**src/rtl/qxmm_pkg.sv**
```systemverilog
// Shared types and constants for the quad-X motor mixer with yaw desaturation.
// Holds the beat payload structs, stage-to-stage structs and the output clamp.
// No dependencies.
`timescale 1ns / 1ps
`default_nettype none

package qxmm_pkg;

	// command beat
	typedef struct packed {
		logic signed [15:0] throttle_cmd;
		logic signed [15:0] roll_cmd;
		logic signed [15:0] pitch_cmd;
		logic signed [15:0] yaw_cmd;
	} qxmm_cmd_t;

	// result beat
	typedef struct packed {
		logic signed [15:0] motor_back_right;
		logic signed [15:0] motor_front_right;
		logic signed [15:0] motor_back_left;
		logic signed [15:0] motor_front_left;
		logic signed [15:0] throttle_out;
		logic        [14:0] overshoot_amount;
		logic signed [15:0] undershoot_amount;
	} qxmm_res_t;

	// live configuration
	typedef struct packed {
		logic signed [15:0] output_min;
		logic signed [15:0] output_max;
	} qxmm_cfg_t;

	// register indexes
	localparam logic REG_OUTPUT_MIN = 1'b0;
	localparam logic REG_OUTPUT_MAX = 1'b1;

	localparam logic signed [15:0] OUTPUT_MIN_RESET = 16'sd0;
	localparam logic signed [15:0] OUTPUT_MAX_RESET = 16'sd4096;

	// motor order in arrays: 0 back right, 1 front right, 2 back left, 3 front left

	// mixed motors plus distances to the limits
	typedef struct packed {
		logic [3:0][16:0] m;    // clamped mix with yaw added
		logic [3:0][17:0] lo;   // m - output_min
		logic [3:0][17:0] hi;   // m - output_max
		logic signed [15:0] thr;
		logic signed [15:0] yaw;
	} qxmm_mix_t;

	// corrected values before saturation
	typedef struct packed {
		logic [3:0][19:0] m;
		logic signed [19:0] thr;
		logic signed [17:0] over;
		logic signed [17:0] under;
	} qxmm_fix_t;

	// clamp test order: minimum first, then maximum
	function automatic logic signed [15:0] clamp_out(input logic signed [17:0] x,
			input logic signed [15:0] lo, input logic signed [15:0] hi);
		logic signed [17:0] lo_x;
		logic signed [17:0] hi_x;
		lo_x = {{2{lo[15]}}, lo};
		hi_x = {{2{hi[15]}}, hi};
		if (x < lo_x) begin
			clamp_out = lo;
		end else if (x > hi_x) begin
			clamp_out = hi;
		end else begin
			clamp_out = x[15:0];
		end
	endfunction

endpackage

`default_nettype wire

```
**src/rtl/qxmm_mix.sv**
```systemverilog
// Mixer front end: two pipeline stages. Stage 1 mixes throttle/roll/pitch and
// clamps, stage 2 adds yaw and measures distance to the limits. Uses qxmm_pkg.
`timescale 1ns / 1ps
`default_nettype none

module qxmm_mix (
	input  wire logic                  clk,
	input  wire logic                  arst_n,
	input  wire qxmm_pkg::qxmm_cfg_t   cfg,
	input  wire logic                  up_valid,
	output logic                       up_ready,
	input  wire qxmm_pkg::qxmm_cmd_t   cmd,
	output logic                       dn_valid,
	input  wire logic                  dn_ready,
	output qxmm_pkg::qxmm_mix_t        dn_data
);
	import qxmm_pkg::*;

	logic signed [17:0] thr18, roll18, pitch18;
	logic signed [17:0] sum [4];

	logic               v_s1;
	logic signed [15:0] c_s1 [4];
	logic signed [15:0] thr_s1;
	logic signed [15:0] yaw_s1;
	logic               ready_s1;

	logic signed [16:0] yaw17;
	logic signed [16:0] m [4];
	logic signed [17:0] min18, max18;
	logic signed [17:0] lo [4];
	logic signed [17:0] hi [4];

	logic               v_s2;
	qxmm_mix_t          mix_s2;
	logic               ready_s2;

	assign ready_s2 = !v_s2 || dn_ready;
	assign ready_s1 = !v_s1 || ready_s2;
	assign up_ready = ready_s1;
	assign dn_valid = v_s2;
	assign dn_data  = mix_s2;

	// stage 1: X mix and clamp
	always_comb begin
		thr18   = {{2{cmd.throttle_cmd[15]}}, cmd.throttle_cmd};
		roll18  = {{2{cmd.roll_cmd[15]}}, cmd.roll_cmd};
		pitch18 = {{2{cmd.pitch_cmd[15]}}, cmd.pitch_cmd};
		sum[0]  = thr18 - roll18 - pitch18;
		sum[1]  = thr18 - roll18 + pitch18;
		sum[2]  = thr18 + roll18 - pitch18;
		sum[3]  = thr18 + roll18 + pitch18;
	end

	always_ff @(posedge clk or negedge arst_n) begin
		if (!arst_n) begin
			v_s1 <= 1'b0;
		end else if (ready_s1) begin
			v_s1 <= up_valid;
		end
	end

	always_ff @(posedge clk) begin
		if (ready_s1 && up_valid) begin
			for (int k = 0; k < 4; k++) begin
				c_s1[k] <= clamp_out(sum[k], cfg.output_min, cfg.output_max);
			end
			thr_s1 <= cmd.throttle_cmd;
			yaw_s1 <= cmd.yaw_cmd;
		end
	end

	// stage 2: yaw in, distances to the limits
	always_comb begin
		yaw17 = {yaw_s1[15], yaw_s1};
		min18 = {{2{cfg.output_min[15]}}, cfg.output_min};
		max18 = {{2{cfg.output_max[15]}}, cfg.output_max};
		m[0]  = $signed({c_s1[0][15], c_s1[0]}) + yaw17;
		m[1]  = $signed({c_s1[1][15], c_s1[1]}) - yaw17;
		m[2]  = $signed({c_s1[2][15], c_s1[2]}) - yaw17;
		m[3]  = $signed({c_s1[3][15], c_s1[3]}) + yaw17;
		for (int k = 0; k < 4; k++) begin
			lo[k] = $signed({m[k][16], m[k]}) - min18;
			hi[k] = $signed({m[k][16], m[k]}) - max18;
		end
	end

	always_ff @(posedge clk or negedge arst_n) begin
		if (!arst_n) begin
			v_s2 <= 1'b0;
		end else if (ready_s2) begin
			v_s2 <= v_s1;
		end
	end

	always_ff @(posedge clk) begin
		if (ready_s2 && v_s1) begin
			for (int k = 0; k < 4; k++) begin
				mix_s2.m[k]  <= m[k];
				mix_s2.lo[k] <= lo[k];
				mix_s2.hi[k] <= hi[k];
			end
			mix_s2.thr <= thr_s1;
			mix_s2.yaw <= yaw_s1;
		end
	end

endmodule

`default_nettype wire

```
**src/rtl/qxmm_desat.sv**
```systemverilog
// Yaw desaturation: stage 3 picks undershoot/overshoot by yaw sign, stage 4
// tests for yaw reversal and applies the correction. Uses qxmm_pkg.
`timescale 1ns / 1ps
`default_nettype none

module qxmm_desat (
	input  wire logic                  clk,
	input  wire logic                  arst_n,
	input  wire logic                  up_valid,
	output logic                       up_ready,
	input  wire qxmm_pkg::qxmm_mix_t   up_data,
	output logic                       dn_valid,
	input  wire logic                  dn_ready,
	output qxmm_pkg::qxmm_fix_t        dn_data
);
	import qxmm_pkg::*;

	logic               yaw_pos, yaw_neg;
	logic signed [17:0] la, lb, ha, hb;
	logic signed [17:0] under, over;

	logic               v_s3;
	logic signed [16:0] m_s3 [4];
	logic signed [17:0] under_s3, over_s3;
	logic signed [15:0] thr_s3, yaw_s3;
	logic               ready_s3;

	logic signed [19:0] diff, yaw20, t_pos, t_neg, d, dsel, tsum, thr_new;
	logic               fix;
	logic signed [19:0] m_new [4];

	logic               v_s4;
	qxmm_fix_t          fix_s4;
	logic               ready_s4;

	assign ready_s4 = !v_s4 || dn_ready;
	assign ready_s3 = !v_s3 || ready_s4;
	assign up_ready = ready_s3;
	assign dn_valid = v_s4;
	assign dn_data  = fix_s4;

	// stage 3: yaw-lowered motors give undershoot, yaw-raised give overshoot
	always_comb begin
		yaw_pos = !up_data.yaw[15] && (up_data.yaw != 16'sd0);
		yaw_neg = up_data.yaw[15];
		la = $signed(yaw_pos ? up_data.lo[1] : up_data.lo[0]);
		lb = $signed(yaw_pos ? up_data.lo[2] : up_data.lo[3]);
		ha = $signed(yaw_pos ? up_data.hi[0] : up_data.hi[1]);
		hb = $signed(yaw_pos ? up_data.hi[3] : up_data.hi[2]);
		under = 18'sd0;
		over  = 18'sd0;
		if (yaw_pos || yaw_neg) begin
			if (la < under) under = la;
			if (lb < under) under = lb;
			if (ha > over)  over  = ha;
			if (hb > over)  over  = hb;
		end
	end

	always_ff @(posedge clk or negedge arst_n) begin
		if (!arst_n) begin
			v_s3 <= 1'b0;
		end else if (ready_s3) begin
			v_s3 <= up_valid;
		end
	end

	always_ff @(posedge clk) begin
		if (ready_s3 && up_valid) begin
			for (int k = 0; k < 4; k++) begin
				m_s3[k] <= $signed(up_data.m[k]);
			end
			under_s3 <= under;
			over_s3  <= over;
			thr_s3   <= up_data.thr;
			yaw_s3   <= up_data.yaw;
		end
	end

	// stage 4: correct only if yaw keeps its sign
	always_comb begin
		diff  = $signed({{2{under_s3[17]}}, under_s3}) - $signed({{2{over_s3[17]}}, over_s3});
		yaw20 = {{4{yaw_s3[15]}}, yaw_s3};
		t_pos = yaw20 + diff;
		t_neg = yaw20 - diff;
		fix   = (yaw20 > 20'sd0 && t_pos > 20'sd0) || (yaw20 < 20'sd0 && t_neg < 20'sd0);
		d     = (yaw20 > 20'sd0) ? diff : -diff;
		dsel  = fix ? d : 20'sd0;
		tsum  = $signed({{2{under_s3[17]}}, under_s3}) + $signed({{2{over_s3[17]}}, over_s3});
		thr_new = $signed({{4{thr_s3[15]}}, thr_s3}) - (fix ? tsum : 20'sd0);
		m_new[0] = $signed({{3{m_s3[0][16]}}, m_s3[0]}) + dsel;
		m_new[1] = $signed({{3{m_s3[1][16]}}, m_s3[1]}) - dsel;
		m_new[2] = $signed({{3{m_s3[2][16]}}, m_s3[2]}) - dsel;
		m_new[3] = $signed({{3{m_s3[3][16]}}, m_s3[3]}) + dsel;
	end

	always_ff @(posedge clk or negedge arst_n) begin
		if (!arst_n) begin
			v_s4 <= 1'b0;
		end else if (ready_s4) begin
			v_s4 <= v_s3;
		end
	end

	always_ff @(posedge clk) begin
		if (ready_s4 && v_s3) begin
			for (int k = 0; k < 4; k++) begin
				fix_s4.m[k] <= m_new[k];
			end
			fix_s4.thr   <= thr_new;
			fix_s4.over  <= over_s3;
			fix_s4.under <= under_s3;
		end
	end

	a_amount_signs: assert property (@(posedge clk) disable iff (!arst_n)
		v_s3 |-> (under_s3 <= 18'sd0) && (over_s3 >= 18'sd0))
		else $error("desat: undershoot/overshoot sign wrong");

	a_zero_yaw: assert property (@(posedge clk) disable iff (!arst_n)
		(v_s3 && yaw_s3 == 16'sd0) |-> (under_s3 == 18'sd0) && (over_s3 == 18'sd0))
		else $error("desat: amounts measured with zero yaw");

	a_stage_hold: assert property (@(posedge clk) disable iff (!arst_n)
		(v_s4 && !dn_ready) |=> v_s4 && $stable(fix_s4))
		else $error("desat: stage 4 beat changed while held");

endmodule

`default_nettype wire

```
**src/rtl/qxmm_sat.sv**
```systemverilog
// Output stage: saturates the corrected values to the signed VALUE_BITS range
// and registers the result beat. Uses qxmm_pkg.
`timescale 1ns / 1ps
`default_nettype none

module qxmm_sat #(
	parameter int VALUE_BITS = 16
) (
	input  wire logic                  clk,
	input  wire logic                  arst_n,
	input  wire logic                  up_valid,
	output logic                       up_ready,
	input  wire qxmm_pkg::qxmm_fix_t   up_data,
	output logic                       dn_valid,
	input  wire logic                  dn_ready,
	output qxmm_pkg::qxmm_res_t        dn_data
);
	import qxmm_pkg::*;

	localparam logic signed [32:0] SAT_HI = (33'sd1 <<< (VALUE_BITS - 1)) - 33'sd1;
	localparam logic signed [32:0] SAT_LO = -SAT_HI - 33'sd1;

	function automatic logic [15:0] sat_value(input logic signed [19:0] x);
		logic signed [32:0] xx;
		logic signed [32:0] r;
		xx = {{13{x[19]}}, x};
		if (xx > SAT_HI) begin
			r = SAT_HI;
		end else if (xx < SAT_LO) begin
			r = SAT_LO;
		end else begin
			r = xx;
		end
		sat_value = r[15:0];
	endfunction

	logic               v_s5;
	qxmm_res_t          res_s5;
	logic [15:0]        over_sat;

	assign up_ready = !v_s5 || dn_ready;
	assign dn_valid = v_s5;
	assign dn_data  = res_s5;
	assign over_sat = sat_value({{2{up_data.over[17]}}, up_data.over});

	always_ff @(posedge clk or negedge arst_n) begin
		if (!arst_n) begin
			v_s5 <= 1'b0;
		end else if (up_ready) begin
			v_s5 <= up_valid;
		end
	end

	always_ff @(posedge clk) begin
		if (up_ready && up_valid) begin
			res_s5.motor_back_right  <= sat_value(up_data.m[0]);
			res_s5.motor_front_right <= sat_value(up_data.m[1]);
			res_s5.motor_back_left   <= sat_value(up_data.m[2]);
			res_s5.motor_front_left  <= sat_value(up_data.m[3]);
			res_s5.throttle_out      <= sat_value(up_data.thr);
			res_s5.overshoot_amount  <= over_sat[14:0];
			res_s5.undershoot_amount <= sat_value({{2{up_data.under[17]}}, up_data.under});
		end
	end

endmodule

`default_nettype wire

```
**src/rtl/quad_x_motor_mixer_yaw_desat.sv**
```systemverilog
// Top level of the quad-X motor mixer with yaw desaturation: config registers
// and the five-stage pipeline. Uses qxmm_pkg, qxmm_mix, qxmm_desat, qxmm_sat.
//
//   port group     | dir | handshake              | beat
//   cmd            | in  | cmd_valid / cmd_stall  | qxmm_cmd_t (throttle, roll, pitch, yaw)
//   mix            | out | mix_valid / mix_stall  | qxmm_res_t (4 motors, throttle, amounts)
//   cfg            | in  | cfg_we                 | cfg_index, cfg_wdata
//
// One beat per cycle sustained while mix is not stalled; beats pass the s1..s5 registers.
// Each stage holds its own valid bit, so bubbles close up while mix is stalled
// and cmd_stall rises only when all five stages are full.
// Reset clears the stage valid bits and loads output_min = 0, output_max = 1.0.
// Config registers are read live by stages 1 and 2.
`timescale 1ns / 1ps
`default_nettype none

module quad_x_motor_mixer_yaw_desat #(
	parameter int VALUE_BITS = 16
) (
	input  wire logic                  clk,
	input  wire logic                  arst_n,
	input  wire logic                  cmd_valid,
	output logic                       cmd_stall,
	input  wire qxmm_pkg::qxmm_cmd_t   cmd,
	output logic                       mix_valid,
	input  wire logic                  mix_stall,
	output qxmm_pkg::qxmm_res_t        mix,
	input  wire logic                  cfg_we,
	input  wire logic                  cfg_index,
	input  wire logic [15:0]           cfg_wdata
);
	import qxmm_pkg::*;

	qxmm_cfg_t  cfg_q;

	logic       mix_ready;
	logic       v_mix, r_mix;
	qxmm_mix_t  d_mix;
	logic       v_fix, r_fix;
	qxmm_fix_t  d_fix;
	logic       r_sat;

	always_ff @(posedge clk or negedge arst_n) begin
		if (!arst_n) begin
			cfg_q.output_min <= OUTPUT_MIN_RESET;
			cfg_q.output_max <= OUTPUT_MAX_RESET;
		end else if (cfg_we) begin
			case (cfg_index)
				REG_OUTPUT_MIN: cfg_q.output_min <= cfg_wdata;
				REG_OUTPUT_MAX: cfg_q.output_max <= cfg_wdata;
				default: ;
			endcase
		end
	end

	qxmm_mix u_mix (
		.clk      (clk),
		.arst_n   (arst_n),
		.cfg      (cfg_q),
		.up_valid (cmd_valid),
		.up_ready (r_mix),
		.cmd      (cmd),
		.dn_valid (v_mix),
		.dn_ready (r_fix),
		.dn_data  (d_mix)
	);

	qxmm_desat u_desat (
		.clk      (clk),
		.arst_n   (arst_n),
		.up_valid (v_mix),
		.up_ready (r_fix),
		.up_data  (d_mix),
		.dn_valid (v_fix),
		.dn_ready (r_sat),
		.dn_data  (d_fix)
	);

	qxmm_sat #(
		.VALUE_BITS (VALUE_BITS)
	) u_sat (
		.clk      (clk),
		.arst_n   (arst_n),
		.up_valid (v_fix),
		.up_ready (r_sat),
		.up_data  (d_fix),
		.dn_valid (mix_valid),
		.dn_ready (mix_ready),
		.dn_data  (mix)
	);

	assign mix_ready = !mix_stall;
	assign cmd_stall = !r_mix;

	a_stall_only_when_blocked: assert property (@(posedge clk) disable iff (!arst_n)
		cmd_stall |-> (mix_valid && mix_stall && v_fix && v_mix))
		else $error("top: input stalled while the pipeline had room");

endmodule

`default_nettype wire
```
**config.mk**
```make
export PLATFORM = sky130hd
export DESIGN_NAME = quad_x_motor_mixer_yaw_desat
export DESIGN_NICKNAME = d
export VERILOG_FILES = /design/src/rtl/qxmm_pkg.sv /design/src/rtl/qxmm_mix.sv /design/src/rtl/qxmm_desat.sv /design/src/rtl/qxmm_sat.sv /design/src/rtl/quad_x_motor_mixer_yaw_desat.sv
export SDC_FILE = /design/constraint.sdc
export NUM_CORES = 2
export LEC_CHECK = 0
export ABC_AREA = 0
export BUFFER_PORTS_ARGS = -buffer_cell sky130_fd_sc_hd__buf_4
export CORE_ASPECT_RATIO = 0.8
export CORE_MARGIN = 2
export CORE_UTILIZATION = 45
export CTS_BUF_LIST = sky130_fd_sc_hd__clkbuf_8
export DETAILED_ROUTE_END_ITERATION = 8
export GPL_TIMING_DRIVEN = 0
export PLACE_DENSITY = 0.63
export SLEW_MARGIN = 0
export SYNTH_ARGS = -nofsm -noshare
export SYNTH_HDL_FRONTEND = slang
export SYNTH_SLANG_ARGS = --single-unit
```
**constraint.sdc**
```tcl
create_clock -name clk -period 15.1 [get_ports clk]
set_input_delay 0.755 -clock clk [delete_from_list [all_inputs] [get_ports clk]]
set_output_delay 0.755 -clock clk [all_outputs]
set_load 0.02 [all_outputs]
```
-- Yosys cells after proc, flatten, opt, wreduce, memory -nomap -nowiden
Memory sizes are Yosys's and may differ from the RTL's.
Index checks and enable logic that the tools add are counted.
- register bits after elaboration: 628
- bits in writable memories: 132
- bits of input ports: 86
- output and inout port bits: 113
- word-level logic and storage cells: 164
- memories kept: 2
- memory list (name ; depth ; width ; read ports ; clocked after Yosys merged registers in ; write ports ; line ; source):
    u_desat.m_s3 ; 4 ; 17 ; 4 ; 0 ; 4 ; qxmm_desat.sv:23 ; logic signed [16:0] m_s3 [4];
    u_mix.c_s1 ; 4 ; 16 ; 4 ; 0 ; 4 ; qxmm_mix.sv:23 ; logic signed [15:0] c_s1 [4];
- $add $sub $neg: 28
- magnitude comparators: 30
- mux-type cells: 36
- bitwise gates (word level): 1
- reduce and logical (&&, ||, !) cells: 26
- operators with widths (kind ; number):
    $mux W16 ; 18
    $mux W18 ; 10
    $sub A17 B16 Y18 ; 10
    $gt A20 B16 Y1 const B ; 5
    $lt A20 B16 Y1 const B ; 5
    $gt A18 B16 Y1 ; 4
    $lt A18 B16 Y1 ; 4
    $mux W20 ; 3
    $add A16 B16 Y17 ; 3
    $sub A16 B16 Y17 ; 3
    $add A17 B20 Y20 ; 2
    $sub A17 B20 Y20 ; 2
    $add A17 B16 Y18 ; 2
    $gt A18 B16 Y1 const B ; 2
    $lt A18 B16 Y1 const B ; 2
    $add A16 B19 Y20 ; 1
    $gt A20 B1 Y1 const B ; 1
    $lt A20 B1 Y1 const B ; 1
    $neg A19 Y20 ; 1
    $sub A16 B19 Y20 ; 1
    $sub A16 B20 Y20 ; 1
    $add A18 B18 Y19 ; 1
    $sub A18 B18 Y19 ; 1
    $gt A18 B1 Y1 const B ; 1
    other kinds (13) ; 37

-- Logic depth before layout (Yosys ltp)
- depth in word-level cells: 9
- mapped depth: 35
- mapped depth without buffers: 33

-- Modules after synthesis
Synthesis repeated with hierarchy kept, for this count alone.
- cells, all modules: 5276
- area total of the unflattened synthesis: 54446.0 um^2
- by module, submodules not included (module ; times used ; cells each ; area each (um^2) ; sequential area each (um^2)):
    qxmm_mix ; 1 ; 2837 ; 28152.0 ; 10259.8
    qxmm_desat ; 1 ; 1858 ; 18789.3 ; 8217.9
    qxmm_sat ; 1 ; 510 ; 6243.5 ; 3358.2
    quad_x_motor_mixer_yaw_desat ; 1 ; 71 ; 1261.2 ; 802.0

-- Least setup slack after synthesis
No wires, ideal clock.
- path type: input port to flip-flop
- start point: input mix_stall
- end point: register u_sat.res_s5 (netlist bit u_sat.dn_data[0]) (enable)
- library setup time: 0.749 ns
- arrival: 8.790 ns
- required time: 14.351 ns
- path slack: 5.561 ns
- cell stages on the path: 1
- buffers on the path: 0
- cell sequence: a21boi_0
- word-level cells in the longest chain between the ends: 3
- RTL lines (what ; line ; source):
    from (decl) ; quad_x_motor_mixer_yaw_desat.sv:26 ; input wire logic mix_stall,
    $logic_not A1 Y1 ; quad_x_motor_mixer_yaw_desat.sv:92 ; assign mix_ready = !mix_stall;
    $logic_or A1 B1 Y1 ; qxmm_sat.sv:41 ; assign up_ready = !v_s5 || dn_ready;
    $logic_and A1 B1 Y1 ; qxmm_sat.sv:55 ; if (up_ready && up_valid) begin
    to (decl) ; qxmm_sat.sv:38 ; qxmm_res_t res_s5;
Every way passes these cells.
A chain may end at the register's enable or synchronous reset.

==> flow_summary_export.csv <==
group,metric,value,unit
status,status,"finished, final reports clean",
yosys,synth_edf_count,723,
yosys,synthFlopType,"edfxtp_1",
global_routing,antenna_found_initial,6,
yosys,postSynthAreaPerCell,10.5,um^2
drt,drt-total-wl,154000,um
die,fp-row-count,111,
yosys,ys_ff_latch,760,
yosys,synthArstFlopShare,0.0487,
yosys,netlist_area,51800,um^2
timing,fin_tns_setup,0,ps
drt,vias_per_cell,5.61,
timing,setup_viol,0,
clock_tree,cts_tree,"yes",
drt,avgRoutedWirePerCell,22.2,um
die,initial_utilization,0.453,
layout,area_delta_synth_final,12.1,%
layout,drive_gt1_frac,0.0905,
yosys,yosysTopAreaCell,"edfxtp_1",
timing,fmax,0.103,GHz
global_routing,grt_pass1_wl,228000,um
yosys,synth_area_leaders,"edfxtp_1 42%, ha_1 16%, xnor2_1 4.5%",
timing,maxSlewHeadroom,0.0333,
clock_tree,cts_buffers,136,
setup_path,cp_max_fo,10,
clock_tree,cts_sinks,760,
setup_path,cp.required,15610,ps
drt,ant_nets,0,
timing,min_period,9750,ps
setup_path,cp-startpoint,"u_desat.under_s3[0]$_SDFFCE_PN0P_",
yosys,syn_nets,5697,
timing,hold_viol,0,
setup_path,arrival,10260,ps
drt,drt_first_pass_iters,5,
die,die_w,383,um
global_routing,grt_max_degree,75,
clock_tree,cts_buffer_depth,3,
drt,drc,0,
yosys,ys_seq_area_frac,0.437,
setup_path,r2r_start,"u_desat.under_s3[0]$_SDFFCE_PN0P_",
global_routing,grt-ovfl-total,0,
setup_path,crit_type,"reg -> reg",
setup_path,path_delay_family,"compound AO/OA/AOI/OAI gates",
yosys,yosysWarnings,0,
die,die_h,308,um
setup_path,endpoint,"u_desat.dn_data[75]$_DFFE_PP_",
place,dp_hpwl,125000,um
drt,vias,38800,
place,gp_congestion,0.956,
layout,final_common_cell,"edfxtp_1",
setup_path,cpPeakStageDelay,790,ps
timing,worst_pin_slew,1440,ps
setup_path,cp.depth,35,
setup_path,reg2reg_to,"u_desat.dn_data[75]$_DFFE_PP_",
die,coreArea,114000,um^2
timing,finalClockSkew,40.9,ps
clock_tree,cts.reportedPaths.clkPinSlew,50,ps
die,io_pins,199,
yosys,netlist_instances,4936,
yosys,synth.distinct_cells,103,
clock_tree,clkLatencyLatePin,820,ps
global_routing,grt_pass1_vias,37500,
drt,drtIter0Drc,3173,
setup_path,regToRegSetupSlack,5350,ps
timing,min_period_over_period,0.646,
layout,layout.nets,6047,
timing,rsz0062_at_grt,"no",
worst_hold_path,holdCritPathClass,"in -> reg",
setup_path,path_buf_inv,7,
yosys,synth_top_area_frac,0.419,
setup_path,startpoint_type,"flop",
setup_path,endpoint_kind,"flop",
setup_path,rr_worst_depth,35,
layout,fillers,10500,
global_routing,track_usage,0.258,
clock_tree,h-tree-depth,4,
die,dieArea,118000,um^2
timing,report.final.slew_viol_count,0,
setup_path,cp_slowest_cell,"xnor2_1",
clock_tree,cts-root-buf,"clkbuf_8",
layout,final_cell_mix,"723 x edfxtp_1, 649 x ha_1, 433 x nor2_1",
setup_path,cpMostUsedCell,"inv_1",
place,portBuffers,198,
job,maxCapViolCount,0,
[kinds of logic after synthesis]
kind of cell | after synthesis | share of synthesized area
AOI/OAI and AO/OA | 1256 | 0.161
xor gates and xnor gates | 354 | 0.0606
adders and majority gates | 675 | 0.167
buffers and inverters | 487 | 0.0365
DFF | 760 | 0.437
muxes | 117 | 0.0232
other | 1 | 0.0000724
and+or+nand+nor | 1286 | 0.115
[synth_stat cells, types with 24 or more instances]
cell / count
a21oi_1: 354
ha_1: 649
or3_1: 37
nor4_1: 28
nor2_1: 433
a211oi_1: 67
o21ai_0: 153
clkbuf_1: 85
xor2_1: 85
fa_1: 26
o21a_1: 124
xnor2_1: 265
inv_1: 365
nand3_1: 66
o21bai_1: 71
and3_1: 33
o21ai_1: 32
a21o_1: 169
mux2_2: 24
o211ai_1: 26
nor3_1: 79
nand4_1: 51
a31oi_1: 37
nand2b_1: 35
and2_1: 24
nor2b_1: 54
mux2i_1: 93
dfrtp_1: 36
edfxtp_1: 723
nand2_1: 385
[repair_timing]
| item | CTS | global route |
|---|---|---|
| hold buffers | 1 | 0 |
| setup buffers | 0 | 0 |
| hold endpoints to repair | 36 | 0 |
| resized for setup | 0 | 0 |
[layout make-up]
type | count | area, um^2 | share of cell area
clock buffer | 139 | 1910 | 0.0329
timing repair buffer | 212 | 1800 | 0.0310
clock inverter | 96 | 602 | 0.0104
sequential | 760 | 22600 | 0.390
multi-input combinational | 3689 | 27300 | 0.470
antenna | 5 | 12.5 | 0.000215
tap | 1525 | 1910 | 0.0328
buffer | 117 | 499 | 0.00859
inverter | 370 | 1390 | 0.0240
[how the worst min path moves through the flow]
stage | from | to | slack [ps] | depth (start not counted)
after floorplan | u_mix.dn_data[176]$_DFFE_PP_ | u_desat.m_s3[0][0]$_DFFE_PP_ | 400 | 0
after global placement | u_mix.dn_data[202]$_DFFE_PP_ | u_desat.m_s3[1][9]$_DFFE_PP_ | 400 | 0
after detailed placement | u_mix.dn_data[190]$_DFFE_PP_ | u_desat.m_s3[0][14]$_DFFE_PP_ | 400 | 0
after CTS | cmd[6] | u_mix.yaw_s1[6]$_DFFE_PP_ | 70 | 1
after global routing | cmd[6] | u_mix.yaw_s1[6]$_DFFE_PP_ | 80 | 1
final | cmd[5] | u_mix.yaw_s1[5]$_DFFE_PP_ | 140 | 1
[flip-flops by register name (all words and copies together), names as in the netlist]
signal,cells
u_mix.v_s1,1
u_mix.dn_valid,1
u_desat.under_s3,18
u_sat.dn_data,111
u_desat.v_s3,1
u_mix.thr_s1,16
u_sat.dn_valid,1
u_mix.yaw_s1,16
u_desat.yaw_s3,16
u_mix.c_s1,64
u_desat.dn_data,136
u_mix.dn_data,244
u_desat.over_s3,18
u_desat.m_s3,68
cfg_q,32
u_desat.dn_valid,1
u_desat.thr_s3,16
[stage by stage]
stage | utilization | std cells | cell area, um^2 | hold WS [ps] | setup slack (ps)
5_1_grt | 0.508 | 6910 | 58100 | 84.7 | 4750
4_1_cts | 0.507 | 6908 | 58100 | 65.7 | 5510
3_3_place_gp | 0.482 | 6659 | 55200 | 402 | 1900
2_1_floorplan | - | 4936 | 51800 | 400 | 5560
6_report | 0.508 | 6913 | 58100 | 136 | 5350
3_5_place_dp | 0.485 | 6672 | 55500 | 405 | 5550
[routing by layer]
layer | vias up | GRT usage | part of all wire
met5 | - | 0 | 0.000085
met4 | 2 | 0.0899 | 0.033
met3 | 234 | 0.0343 | 0.058
met2 | 1182 | 0.414 | 0.45
met1 | 18500 | 0.359 | 0.46
li1 | 18900 | - | -
[worst register-to-register path, delay by kind of cell, from the launching register on]
family / cells / cell delay [ps]
flip-flops: 1 / 500
AO/OA/AOI/OAI: 16 / 4200
adder cells (fa/ha/maj): 4 / 1340
XOR/XNOR: 2 / 940
AND/OR/NAND/NOR: 6 / 1330
buffers and inverters: 7 / 1150
Power is left out: the tool's default activity adds up to more than one toggle a clock period on the data nets, which glitch-free logic cannot reach.
